<file path="src/hw/rtl/shdb_pkg.sv">
// ----------------------------------------------------------------------------
// shdb_pkg
// shared types, register indexes and the sine table generator for the
// smoothed heaviside density blend
// ----------------------------------------------------------------------------
package shdb_pkg;

  // configuration register indexes
  localparam int unsigned CFG_IDX_W = 2;
  localparam logic [CFG_IDX_W-1:0] REG_HALF_WIDTH     = 2'd0;
  localparam logic [CFG_IDX_W-1:0] REG_INV_HALF_WIDTH = 2'd1;
  localparam logic [CFG_IDX_W-1:0] REG_RHO_HEAVY      = 2'd2;
  localparam logic [CFG_IDX_W-1:0] REG_RHO_LIGHT      = 2'd3;

  // register reset values
  localparam logic [30:0] HALF_WIDTH_RST     = 31'd65536;
  localparam logic [30:0] INV_HALF_WIDTH_RST = 31'd65536;
  localparam logic [31:0] RHO_HEAVY_RST      = 32'd65536000;
  localparam logic [31:0] RHO_LIGHT_RST      = 32'd80282;

  // weight of one in q1.16
  localparam logic [16:0] H_ONE = 17'd65536;

  // pi squared in q.30 and the taylor series divisors (2n)(2n+1)
  localparam logic [63:0] PI_SQ_Q30    = 64'd10597407032;
  localparam int unsigned SERIES_TERMS = 12;
  localparam logic [63:0] SERIES_DIV [1:12] = '{
    64'd6, 64'd20, 64'd42, 64'd72, 64'd110, 64'd156,
    64'd210, 64'd272, 64'd342, 64'd420, 64'd506, 64'd600
  };

  // control bits that travel with each word down the pipeline
  typedef struct packed {
    logic valid;
    logic above;   // phi beyond +eps
    logic below;   // phi beyond -eps
    logic neg;     // phi negative
  } shdb_ctl_t;

  // one table entry sin(pi*u)/pi in q.16, u = k / 2^addr_bits,
  // folded about one half and summed as a truncated series in q.30
  function automatic logic [15:0] sine_entry(input int unsigned k,
                                             input int unsigned addr_bits);
    logic [63:0]        n_tab;
    logic [63:0]        m;
    logic [63:0]        v;
    logic [63:0]        v2;
    logic [63:0]        w;
    logic [63:0]        term;
    logic signed [63:0] sum;
    n_tab = 64'd1 << addr_bits;
    m     = (64'(k) <= (n_tab >> 1)) ? 64'(k) : n_tab - 64'(k);
    v     = m << (30 - addr_bits);
    v2    = (v * v) >> 30;
    w     = (PI_SQ_Q30 * v2) >> 30;
    term  = v;
    sum   = $signed(v);
    for (int unsigned n = 1; n <= SERIES_TERMS; n++) begin
      term = ((term * w) >> 30) / SERIES_DIV[n];
      if (n[0]) begin
        sum = sum - $signed(term);
      end else begin
        sum = sum + $signed(term);
      end
    end
    if (sum < 0) begin
      sum = 64'sd0;
    end
    return 16'(($unsigned(sum) + 64'd8192) >> 14);
  endfunction

endpackage

</file>
<file path="src/hw/rtl/shdb_scale.sv">
// ----------------------------------------------------------------------------
// shdb_scale
// band test, magnitude of phi and scaling by the reciprocal half width
// ----------------------------------------------------------------------------
module shdb_scale (
  input  logic                clk_i,
  input  logic                rst_ni,
  input  logic                adv_i,
  input  logic                valid_i,
  input  logic signed [31:0]  phi_i,
  input  logic [30:0]         half_width_i,
  input  logic [30:0]         inv_half_width_i,
  output shdb_pkg::shdb_ctl_t ctl_o,
  output logic [62:0]         prod_o
);
  import shdb_pkg::*;

  shdb_ctl_t          s1_ctl_d, s1_ctl_q;
  shdb_ctl_t          s2_ctl_q;
  logic [31:0]        s1_mag_d, s1_mag_q;
  logic [62:0]        s2_prod_d, s2_prod_q;
  logic signed [32:0] phi_ext;
  logic signed [32:0] eps_pos;
  logic signed [32:0] eps_neg;

  // band compare against +eps and -eps, magnitude of phi
  always_comb begin
    phi_ext        = {phi_i[31], phi_i};
    eps_pos        = $signed({2'b00, half_width_i});
    eps_neg        = 33'sd0 - eps_pos;
    s1_ctl_d.valid = valid_i;
    s1_ctl_d.above = phi_ext > eps_pos;
    s1_ctl_d.below = phi_ext < eps_neg;
    s1_ctl_d.neg   = phi_i[31];
    s1_mag_d       = phi_i[31] ? 32'(32'd0 - $unsigned(phi_i)) : $unsigned(phi_i);
  end

  // magnitude times reciprocal half width
  assign s2_prod_d = 63'(s1_mag_q) * 63'(inv_half_width_i);

  // stage valid bits
  always_ff @(posedge clk_i or negedge rst_ni) begin
    if (!rst_ni) begin
      s1_ctl_q <= '0;
      s2_ctl_q <= '0;
    end else if (adv_i) begin
      s1_ctl_q <= s1_ctl_d;
      s2_ctl_q <= s1_ctl_q;
    end
  end

  // stage payload
  always_ff @(posedge clk_i) begin
    if (adv_i) begin
      s1_mag_q  <= s1_mag_d;
      s2_prod_q <= s2_prod_d;
    end
  end

  assign ctl_o  = s2_ctl_q;
  assign prod_o = s2_prod_q;

endmodule

</file>
<file path="config.mk">
export PLATFORM = sky130hd
export DESIGN_NAME = shdb_scale
export DESIGN_NICKNAME = d
export VERILOG_FILES = /design/src/hw/rtl/shdb_pkg.sv /design/src/hw/rtl/shdb_scale.sv
export SDC_FILE = /design/constraint.sdc
export NUM_CORES = 2
export LEC_CHECK = 0
export BUFFER_PORTS_ARGS = -buffer_cell sky130_fd_sc_hd__buf_2
export CAP_MARGIN = 20
export CORE_MARGIN = 2
export CORE_UTILIZATION = 40
export DETAILED_ROUTE_END_ITERATION = 8
export PLACE_DENSITY = 0.66
export SETUP_SLACK_MARGIN = 0.5
export SLEW_MARGIN = 20
export SYNTH_ARGS = -nofsm -noshare
export SYNTH_HDL_FRONTEND = slang
export SYNTH_SLANG_ARGS = --single-unit
</file>
<file path="constraint.sdc">
create_clock -name clk_i -period 13.1 [get_ports clk_i]
set_input_delay 0.655 -clock clk_i [delete_from_list [all_inputs] [get_ports clk_i]]
set_output_delay 0.655 -clock clk_i [all_outputs]
set_load 0.02 [all_outputs]
</file>
==> results by group <==
Floorplan
  – Starting density of the core: between 40% and 50%
  – Die area: 0.09653 mm^2
  – Top-level I/O count: between 150 and 200
  – Row Count: 112
  – Die Y: ~310 um
  – Die width: between 300 and 400 um
  – CORE AREA: around 0.093 mm^2

Yosys
  – Number of flops mapped to enable cells by yosys: 95
  – Ys async rst share: 7.767%
  – Synth Instances: between 3,000 and 4,000
  – Seq/Total Area, Yosys: 8.114%
  – Ys Warns: 0
  – Unique cell type count in the Yosys netlist: 63
  – Post-synthesis register bit count: a little over 100
  – Avg Cell Area, Syn: around 9.4 um^2
  – Primary FF master, synth: edfxtp_1
  – Syn nets: roughly 5,300
  – Syn Std Cell Area: approximately 0.038 mm^2

STA
  – Endpoints failing hold: 0
  – Clock Skew: 0.02254 ns
  – Max Clk Rate: between 100 and 150 MHz
  – Final Cycle Share: between 60% and 70%
  – Worst Max-Slew Pin Slew: about 0.94 ns
  – Setup TNS Final: 0 ns
  – Min Tclk post-route: about 8.4 ns
  – Unrepaired setup endpoints after global routing: false
  – Final setup vio count: 0
  – Max Slew Vio Count: 0
  – Normalized max-slew margin: a little under two fifths

Cells and area
  – Share of layout cells above drive strength 1: 6.089%
  – Most frequent cells in the layout: fa_1 (866), inv_1 (831), and2_1 (532)
  – Area grow syn2layout: 5.663%
  – Count of nets after finishing: between 5,000 and 6,000
  – Commonest non-fill, non-tap cell in the layout: fa_1
  – Fill cell count: a little over 9,000

Global route
  – First-pass GRT wire length: roughly 170 mm
  – Vias in the first global route: 29,480
  – Tot GR Track Use: 22.55%
  – Largest net degree at the start of global routing: 67
  – Total grt overflow: 0
  – Antenna violations before repair: 7

Setup path
  – R2R depth: 25
  – Crit path arrival time: around 8.5 ns
  – WP data required: 13.26 ns
  – Worst r2r src: s1_mag_q[30]
  – Flop-to-flop setup slack: around 4.8 ns
  – Reg-to-reg endpoint: prod_o[62]
  – Crit path max fanout: 32
  – CP Capture Type: register
  – Startpoint types: input pin
  – Kind of critical path: in2reg

CTS
  – Total clock sinks: between 100 and 150
  – # Post-CTS Setup Buffers: 0
  – Root Driver: clkbuf_16
  – TritonCTS clock tree: yes
  – H-Tree Depth: 3
  – PostCTS Resize Cnt: 0
  – Worst-Skew Late Latency: 0.41 ns
  – Hold Buf Count CTS: 0
  – Clock transition at path regs: approximately 0.090 ns
  – CTS Buf Count: 9
  – CTS max path bufs: 2

Drt
  – Detailed Route WL: 105.6 mm
  – Antenna-violating nets left: 0
  – 1st-iter DRT viols: about 1,800
  – DR pass1 iterations: 6
  – Detailed-route via count: 27,160
  – WL/cell: 20.13 um
  – Vias per Instance: between 5 and 6
  – DRC violations left: 0

Worst hold path
  – Hold Path Class: in2async

Placement
  – DP HPWL: between 80 and 90 mm
  – Port buffer count: 164
  – Gpl congestion: between 0.8 and 0.9

Run status
  – Status: finished clean

Job
  – Maxcap violations: 0
## Yosys cell counts (all sizes together), types with 2 or more instances
library cell	n	area share, %
o2111ai	2	0.047
o31ai	15	0.36
a31oi	9	0.15
nand4b	2	0.047
xnor2	93	2.2
nand2b	8	0.13
o221a	2	0.060
a211oi	6	0.12
nand3	18	0.24
a21oi	82	1.1
nor2b	10	0.17
fa	866	46
and2	532	8.8
o31a	2	0.047
a21boi	3	0.060
and3	4	0.066
a31o	2	0.047
or2	6	0.11
and4	2	0.047
a21o	52	1.0
o2111a	2	0.060
o21a	7	0.14
a221oi	3	0.070
o21bai	12	0.24
xor2	25	0.58
or3	5	0.083
o41ai	5	0.14
clkbuf	222	2.2
or4	8	0.19
ha	320	11
nor4	9	0.15
a2111oi	3	0.070
dfrtp	8	0.53
o21ai	64	0.85
o211ai	3	0.060
nor2	51	0.51
nand4	33	0.55
nand2	531	5.3
inv	831	8.3
nor3	24	0.35
edfxtp	95	7.6
mux2	6	0.18
## critical path, cell delays in order
cell,delay (ns)
buf_2,0.59
and2_1,0.26
fa_1,0.45
fa_1,0.54
inv_1,0.08
fa_1,0.46
fa_1,0.54
inv_1,0.06
fa_1,0.44
fa_1,0.49
fa_1,0.50
inv_1,0.05
fa_1,0.47
inv_1,0.04
ha_1,0.39
a21o_1,0.21
a221oi_1,0.34
o21ai_0,0.22
a221oi_1,0.53
o21ai_0,0.22
a211oi_1,0.47
nor2_1,0.13
o21ai_0,0.25
xnor2_1,0.09
## routing by layer
layer	global-route usage [%]	part of all wire, %	up-vias	routed length [um]
met5	0	0.010	-	11
met4	8.893	4.2	2	4385
met3	3.859	6.9	199	7301
met2	37.55	49	953	51390
met1	29.31	40	14070	42490
li1	-	-	11930	-
## flip-flops by register name (all words and copies together) (netlist names)
name and flops:
ctl_o 4, prod_o 63, s1_mag_q 32, s1_ctl_q 4
## worst max path at each step
stage,slack [ns],start,endpoint
after global placement,4.53,inv_half_width_i[22],prod_o[62]
final,4.74,inv_half_width_i[8],prod_o[62]
after CTS,4.86,inv_half_width_i[8],prod_o[62]
after floorplan,5.64,inv_half_width_i[7],prod_o[62]
after global routing,4.35,inv_half_width_i[8],prod_o[62]
after detailed placement,4.43,inv_half_width_i[8],prod_o[62]
## cell families (layout without fill, tap and decap cells)
logic type / count (synthesis) / after routing / synth area share, %
compound gates: 284 / 284 / 4.892
xor+xnor: 118 / 118 / 2.747
fa+ha+maj: 1186 / 1186 / 56.72
buf+inv: 1054 / 1048 / 10.51
flops: 103 / 103 / 8.114
mux: 6 / 6 / 0.1796
other cells: 0 / 1 / 0
simple gates: 1246 / 1246 / 16.84
## area by class of cell
cell class,count,area [um^2],area share (%)
sequential,103,3053,7.679
tap,1254,1569,3.946
clock buffer,9,225.2,0.5665
multi-input combinational,2840,30620,77.01
timing repair buffer,201,1101,2.769
inverter,831,3119,7.846
clock inverter,7,70.07,0.1762
antenna,1,2.502,0.006294
## stage by stage
stage               utilization [%]  worst slack [ns]  hold WS [ns]  std cells  instance area [um^2]
detailed placement            42.28             4.429        0.4921       5229                 39460
finish                        42.60             4.744       0.06366       5246                 39760
global placement              42.28             4.530        0.4861       5229                 39460
floorplan                         -             5.636        0.3594       3997                 37630
CTS                           42.60             4.864       0.05232       5245                 39750
global route                  42.60             4.350       0.06646       5246                 39760
Power is not shown: default switching activity piles up to over one toggle a cycle in this logic, so the estimate is an artifact.
