===== src/hw/rtl/shdb_pkg.sv =====
// ----------------------------------------------------------------------------
// shdb_pkg
// shared types, register indexes and the sine table generator for the
// smoothed heaviside density blend
// ----------------------------------------------------------------------------
package shdb_pkg;

  // configuration register indexes
  localparam int unsigned CFG_IDX_W = 2;
  localparam logic [CFG_IDX_W-1:0] REG_HALF_WIDTH     = 2'd0;
  localparam logic [CFG_IDX_W-1:0] REG_INV_HALF_WIDTH = 2'd1;
  localparam logic [CFG_IDX_W-1:0] REG_RHO_HEAVY      = 2'd2;
  localparam logic [CFG_IDX_W-1:0] REG_RHO_LIGHT      = 2'd3;

  // register reset values
  localparam logic [30:0] HALF_WIDTH_RST     = 31'd65536;
  localparam logic [30:0] INV_HALF_WIDTH_RST = 31'd65536;
  localparam logic [31:0] RHO_HEAVY_RST      = 32'd65536000;
  localparam logic [31:0] RHO_LIGHT_RST      = 32'd80282;

  // weight of one in q1.16
  localparam logic [16:0] H_ONE = 17'd65536;

  // pi squared in q.30 and the taylor series divisors (2n)(2n+1)
  localparam logic [63:0] PI_SQ_Q30    = 64'd10597407032;
  localparam int unsigned SERIES_TERMS = 12;
  localparam logic [63:0] SERIES_DIV [1:12] = '{
    64'd6, 64'd20, 64'd42, 64'd72, 64'd110, 64'd156,
    64'd210, 64'd272, 64'd342, 64'd420, 64'd506, 64'd600
  };

  // control bits that travel with each word down the pipeline
  typedef struct packed {
    logic valid;
    logic above;   // phi beyond +eps
    logic below;   // phi beyond -eps
    logic neg;     // phi negative
  } shdb_ctl_t;

  // one table entry sin(pi*u)/pi in q.16, u = k / 2^addr_bits,
  // folded about one half and summed as a truncated series in q.30
  function automatic logic [15:0] sine_entry(input int unsigned k,
                                             input int unsigned addr_bits);
    logic [63:0]        n_tab;
    logic [63:0]        m;
    logic [63:0]        v;
    logic [63:0]        v2;
    logic [63:0]        w;
    logic [63:0]        term;
    logic signed [63:0] sum;
    n_tab = 64'd1 << addr_bits;
    m     = (64'(k) <= (n_tab >> 1)) ? 64'(k) : n_tab - 64'(k);
    v     = m << (30 - addr_bits);
    v2    = (v * v) >> 30;
    w     = (PI_SQ_Q30 * v2) >> 30;
    term  = v;
    sum   = $signed(v);
    for (int unsigned n = 1; n <= SERIES_TERMS; n++) begin
      term = ((term * w) >> 30) / SERIES_DIV[n];
      if (n[0]) begin
        sum = sum - $signed(term);
      end else begin
        sum = sum + $signed(term);
      end
    end
    if (sum < 0) begin
      sum = 64'sd0;
    end
    return 16'(($unsigned(sum) + 64'd8192) >> 14);
  endfunction

endpackage


===== src/hw/rtl/shdb_blend.sv =====
// ----------------------------------------------------------------------------
// shdb_blend
// weighted blend of the two densities with rounding and saturation
// ----------------------------------------------------------------------------
module shdb_blend (
  input  logic        clk_i,
  input  logic        rst_ni,
  input  logic        adv_i,
  input  logic        valid_i,
  input  logic [16:0] h_i,
  input  logic [31:0] rho_heavy_i,
  input  logic [31:0] rho_light_i,
  output logic        valid_o,
  output logic [31:0] density_o,
  output logic [16:0] heaviside_o
);
  import shdb_pkg::*;

  logic        s5_valid_q;
  logic [48:0] s5_heavy_d, s5_heavy_q;
  logic [48:0] s5_light_d, s5_light_q;
  logic [16:0] s5_h_q;
  logic        s6_valid_q;
  logic [31:0] s6_density_d, s6_density_q;
  logic [16:0] s6_h_q;
  logic [49:0] sum;
  logic [33:0] rounded;

  // the two weighted products
  assign s5_heavy_d = 49'(rho_heavy_i) * 49'(h_i);
  assign s5_light_d = 49'(rho_light_i) * 49'(H_ONE - h_i);

  // round to q16.16 and saturate
  always_comb begin
    sum          = 50'(s5_heavy_q) + 50'(s5_light_q) + 50'd32768;
    rounded      = 34'(sum >> 16);
    s6_density_d = (rounded > 34'hFFFF_FFFF) ? 32'hFFFF_FFFF : rounded[31:0];
  end

  // stage valid bits
  always_ff @(posedge clk_i or negedge rst_ni) begin
    if (!rst_ni) begin
      s5_valid_q <= 1'b0;
      s6_valid_q <= 1'b0;
    end else if (adv_i) begin
      s5_valid_q <= valid_i;
      s6_valid_q <= s5_valid_q;
    end
  end

  // stage payload
  always_ff @(posedge clk_i) begin
    if (adv_i) begin
      s5_heavy_q   <= s5_heavy_d;
      s5_light_q   <= s5_light_d;
      s5_h_q       <= h_i;
      s6_density_q <= s6_density_d;
      s6_h_q       <= s5_h_q;
    end
  end

  assign valid_o     = s6_valid_q;
  assign density_o   = s6_density_q;
  assign heaviside_o = s6_h_q;

endmodule


===== config.mk =====
export PLATFORM = sky130hd
export DESIGN_NAME = shdb_blend
export DESIGN_NICKNAME = d
export VERILOG_FILES = /design/src/hw/rtl/shdb_pkg.sv /design/src/hw/rtl/shdb_blend.sv
export SDC_FILE = /design/constraint.sdc
export NUM_CORES = 2
export LEC_CHECK = 0
export BUFFER_PORTS_ARGS = -buffer_cell sky130_fd_sc_hd__buf_4
export CORE_MARGIN = 3
export CORE_UTILIZATION = 35
export DETAILED_ROUTE_END_ITERATION = 10
export GPL_TIMING_DRIVEN = 0
export PLACE_DENSITY = 0.55
export SLEW_MARGIN = 10
export SYNTH_ARGS = -nofsm -noshare
export SYNTH_HDL_FRONTEND = slang
export SYNTH_SLANG_ARGS = --single-unit

===== constraint.sdc =====
create_clock -name clk_i -period 3.7 [get_ports clk_i]
set_input_delay 0.37 -clock clk_i [delete_from_list [all_inputs] [get_ports clk_i]]
set_output_delay 0.37 -clock clk_i [all_outputs]
set_load 0.1 [all_outputs]

==> results.tsv <==
stage	metric	value	unit
clock_network	clock slew seen by the registers of the worst setup and hold paths	0.07	ns
cells_and_area	Fill cells	12205	
clock_network	CTS tree	built	
floorplanning	Die ar.	0.1283	sq mm
logic_synthesis	synthesized area	0.04342	sq mm
grt	antenna violations before repair	11	
detailed_routing	via count	32133	
cells_and_area	Final nets	6301	
grt	pin count of the biggest net entering global routing	105	
grt	first-pass GRT wire length	201500	um
sta	relative slew slack	0.4025	
detailed_routing	drt first-iter violations	1918	
sta	final hold violations	0	
detailed_routing	Routed WL	129600	um
floorplanning	die height	358.2	um
grt	total congestion overflow	0	
logic_synthesis	Synth cell types	75	
logic_synthesis	Synth Area per Inst	9.164	sq um
sta	fin crit share	2.146	
worst_setup_path	CP arrival	8.17	ns
worst_setup_path	CP required	3.93	ns
sta	max-slew violations	0	
logic_synthesis	number of flops mapped to enable cells by yosys	164	
worst_setup_path	number of cells on the worst reg-to-reg path	13	
detailed_routing	routed len/inst	19.76	um
logic_synthesis	Yosys top cell area share	0.4283	
hold_path	Worst Hold End	s5_valid_q$_DFFE_PN0P_	
floorplanning	Die Width	358.2	um
cells_and_area	share of cells above drive strength 1	0.1133	
sta	f_max	126.0	MHz
floorplanning	FP Rows	128	
grt	total global-route track usage	0.2066	
logic_synthesis	YS warnings	0	
logic_synthesis	asr flop ratio synth	0.01205	
sta	worst-margin pin slew	0.8932	ns
logic_synthesis	Synth area leader	fa_1	
worst_setup_path	critical path class	in2reg	
sta	worst-case clock skew	0.02395	ns
hold_path	Cells on Worst Hold Path	2	
grt	vias in the first global route	34466	
clock_network	H-tree Lvls	4	
floorplanning	io pins	135	
hold_path	hold crit path type	in2reg	
hold_path	hold path startpoint	valid_i	
clock_network	Skew-Pair Late Insertion Delay	0.50	ns
worst_setup_path	CP Launch Type	input pin	
run_status	status	finished with violations	
detailed_routing	Final ANT Viol Nets	0	
worst_setup_path	CP peak stage delay	0.61	ns
worst_setup_path	CP endpoint kind	register	
floorplanning	initial core utilization	0.3544	
clock_network	CTS Root Buffer Type	clkbuf_16	
flow_run	max-cap violations	0	
detailed_routing	drt drc	2	
detailed_routing	vias per inst	4.899	
placement	Post-DP HPWL	107900	um
logic_synthesis	Syn Nets	6121	
worst_setup_path	FF-to-FF setup slack	-0.22	ns
logic_synthesis	post-synthesis cell count	4738	
placement	PortBufs	97	
sta	minimum clock period	7.940	ns
clock_network	clock tree buffer depth	3	
logic_synthesis	predominant post-synthesis flop cell	edfxtp_1	
worst_setup_path	r2r endpoint	density_o[19]$_SDFFCE_PN1P_	
cells_and_area	final core occ	0.4061	
detailed_routing	drt pass-1 iters	9	
clock_network	Num CTS Buffers	25	
clock_network	CTS Sinks	166	
worst_setup_path	Crit path buffers/inverters	7	
worst_setup_path	slowest cell on the critical path	fa_2	
cells_and_area	Syn-to-layout area delta	14.58	%
placement	gpl congestion	0.9040	
worst_setup_path	most frequent CP cell	fa_1	
worst_setup_path	maximum fanout along the worst path	10	
worst_setup_path	Crit path max-delay family	adder cells	
sta	final worst setup slack	-4.240	ns
run_status	failing checks	design-rule violations, negative setup slack	
logic_synthesis	Seq cells post-synth	166	
sta	unrepaired setup endpoints after global routing	true	
logic_synthesis	synth top area cells	fa_1 (43%), edfxtp_1 (11%), ha_1 (11%), inv_1 (9.3%), nand2_1 (7.9%)	
logic_synthesis	register area share after synthesis	0.1146	
floorplanning	area of the core	0.1225	sq mm
sta	final setup vio count	117	
worst_setup_path	Reg2Reg Launch Point	s5_light_q[19]$_DFFE_PP_	
worst_setup_path	Levels on crit path	31	
## synthesized netlist by cell type, types with 60 or more instances
master	instances
ha_1	369
a21o_1	83
a21oi_1	129
xnor2_1	88
o21ai_0	60
clkbuf_1	201
nand2_1	911
fa_1	929
inv_1	1075
and2_1	298
nor2_1	73
edfxtp_1	164
## what timing repair did
action,CTS,global route
endpoints found under the setup margin,121,121
endpoints found under the hold margin,2,0
cloned,1,1
hold buffers,1,0
buffers inserted,43,28
gates resized for setup,242,171
pin swaps,45,41
## state kept, by name, indices dropped and copies added, names as in the netlist
signal       count
valid_o          1
s5_h_q          17
s5_light_q      49
s5_valid_q       1
density_o       32
heaviside_o     17
s5_heavy_q      49
## worst register-to-register path: stages, from the launching register on
cell and delay, ns:
edfxtp_1 0.41, ha_1 0.30, ha_1 0.29, buf_6 0.12
nand4_1 0.11, or3_4 0.38, and3b_2 0.31, o2111ai_4 0.14
o221ai_4 0.16, a21oi_4 0.14, o41ai_4 0.31, mux2i_4 0.55
buf_6 0.26, nand2_1 0.17
## through the flow
stage               setup WS [ns]  hold slack [ns]  TNS [ns]  instances  instance area, sq um
finish                     -4.240           0.1157   -234.85       6559                 49750
global route               -4.475           0.1122   -256.21       6551                 49730
CTS                        -4.326           0.1025   -238.85       6523                 48880
detailed placement         -6.363           0.1552   -392.83       6461                 46820
global placement           -6.313           0.1527   -389.07       6460                 46760
floorplan                  -4.007          0.07441   -205.21       4738                 44000
## logic make-up (layout without fill, tap and decap cells)
group / after synthesis / after routing / share of synthesized area
other: 0 / 11 / 0
and+or+nand+nor: 1414 / 1414 / 0.1473
AOI/OAI and AO/OA: 402 / 402 / 0.06017
adders and majority gates: 1298 / 1298 / 0.5347
xor gates and xnor gates: 136 / 136 / 0.02761
DFF: 166 / 166 / 0.1146
buffers and inverters: 1319 / 1504 / 0.1149
muxes: 3 / 3 / 0.0007492
## how the worst max path moves through the flow
stage | from | slack, ns | to
2_1_floorplan | h_i[4] | -4.01 | s5_light_q[47]$_DFFE_PP_
3_3_place_gp | h_i[2] | -6.31 | s5_light_q[47]$_DFFE_PP_
3_5_place_dp | h_i[2] | -6.36 | s5_light_q[47]$_DFFE_PP_
4_1_cts | h_i[3] | -4.33 | s5_light_q[48]$_DFFE_PP_
5_1_grt | h_i[3] | -4.48 | s5_light_q[43]$_DFFE_PP_
6_report | h_i[3] | -4.24 | s5_light_q[47]$_DFFE_PP_
## final cells by class
type	instances	area [sq um]	share of cell area
Multi-Input combinational cell	3253	34990	0.7033
Sequential cell	166	4975	0.1000
Inverter	1075	4035	0.08111
Tap cell	1625	2033	0.04087
Timing Repair Buffer	170	1525	0.03066
Buffer	227	1483	0.02980
Clock buffer	25	625.6	0.01258
Clock inverter	7	55.05	0.001107
Antenna cell	11	27.53	0.0005533
## layout by cell type, fill, tap and decap left out, types with 24 or more instances in the layout
cell and n:
a21o_1 83, a21oi_1 103, and2_1 290, buf_4 137, buf_6 29, clkbuf_1 80
clkbuf_16 32, clkbuf_2 58, edfxtp_1 164, fa_1 918, ha_1 341, inv_1 1067
nand2_1 880, nand3_1 24, nor2_1 66, o21ai_0 42, xnor2_1 77, xor2_1 42
## routing by layer
layer | global-route usage | wire length [um] | share of wire | vias to the layer above
met5 | 0 | 16 | 0.00012 | -
met4 | 0.05522 | 3895 | 0.030 | 2
met3 | 0.03840 | 8766 | 0.068 | 161
met2 | 0.3393 | 60740 | 0.47 | 915
met1 | 0.2804 | 56170 | 0.43 | 16537
li1 | - | - | - | 14518
Power is not shown: default switching activity piles up to over one toggle a cycle in this logic, so the estimate is an artifact.
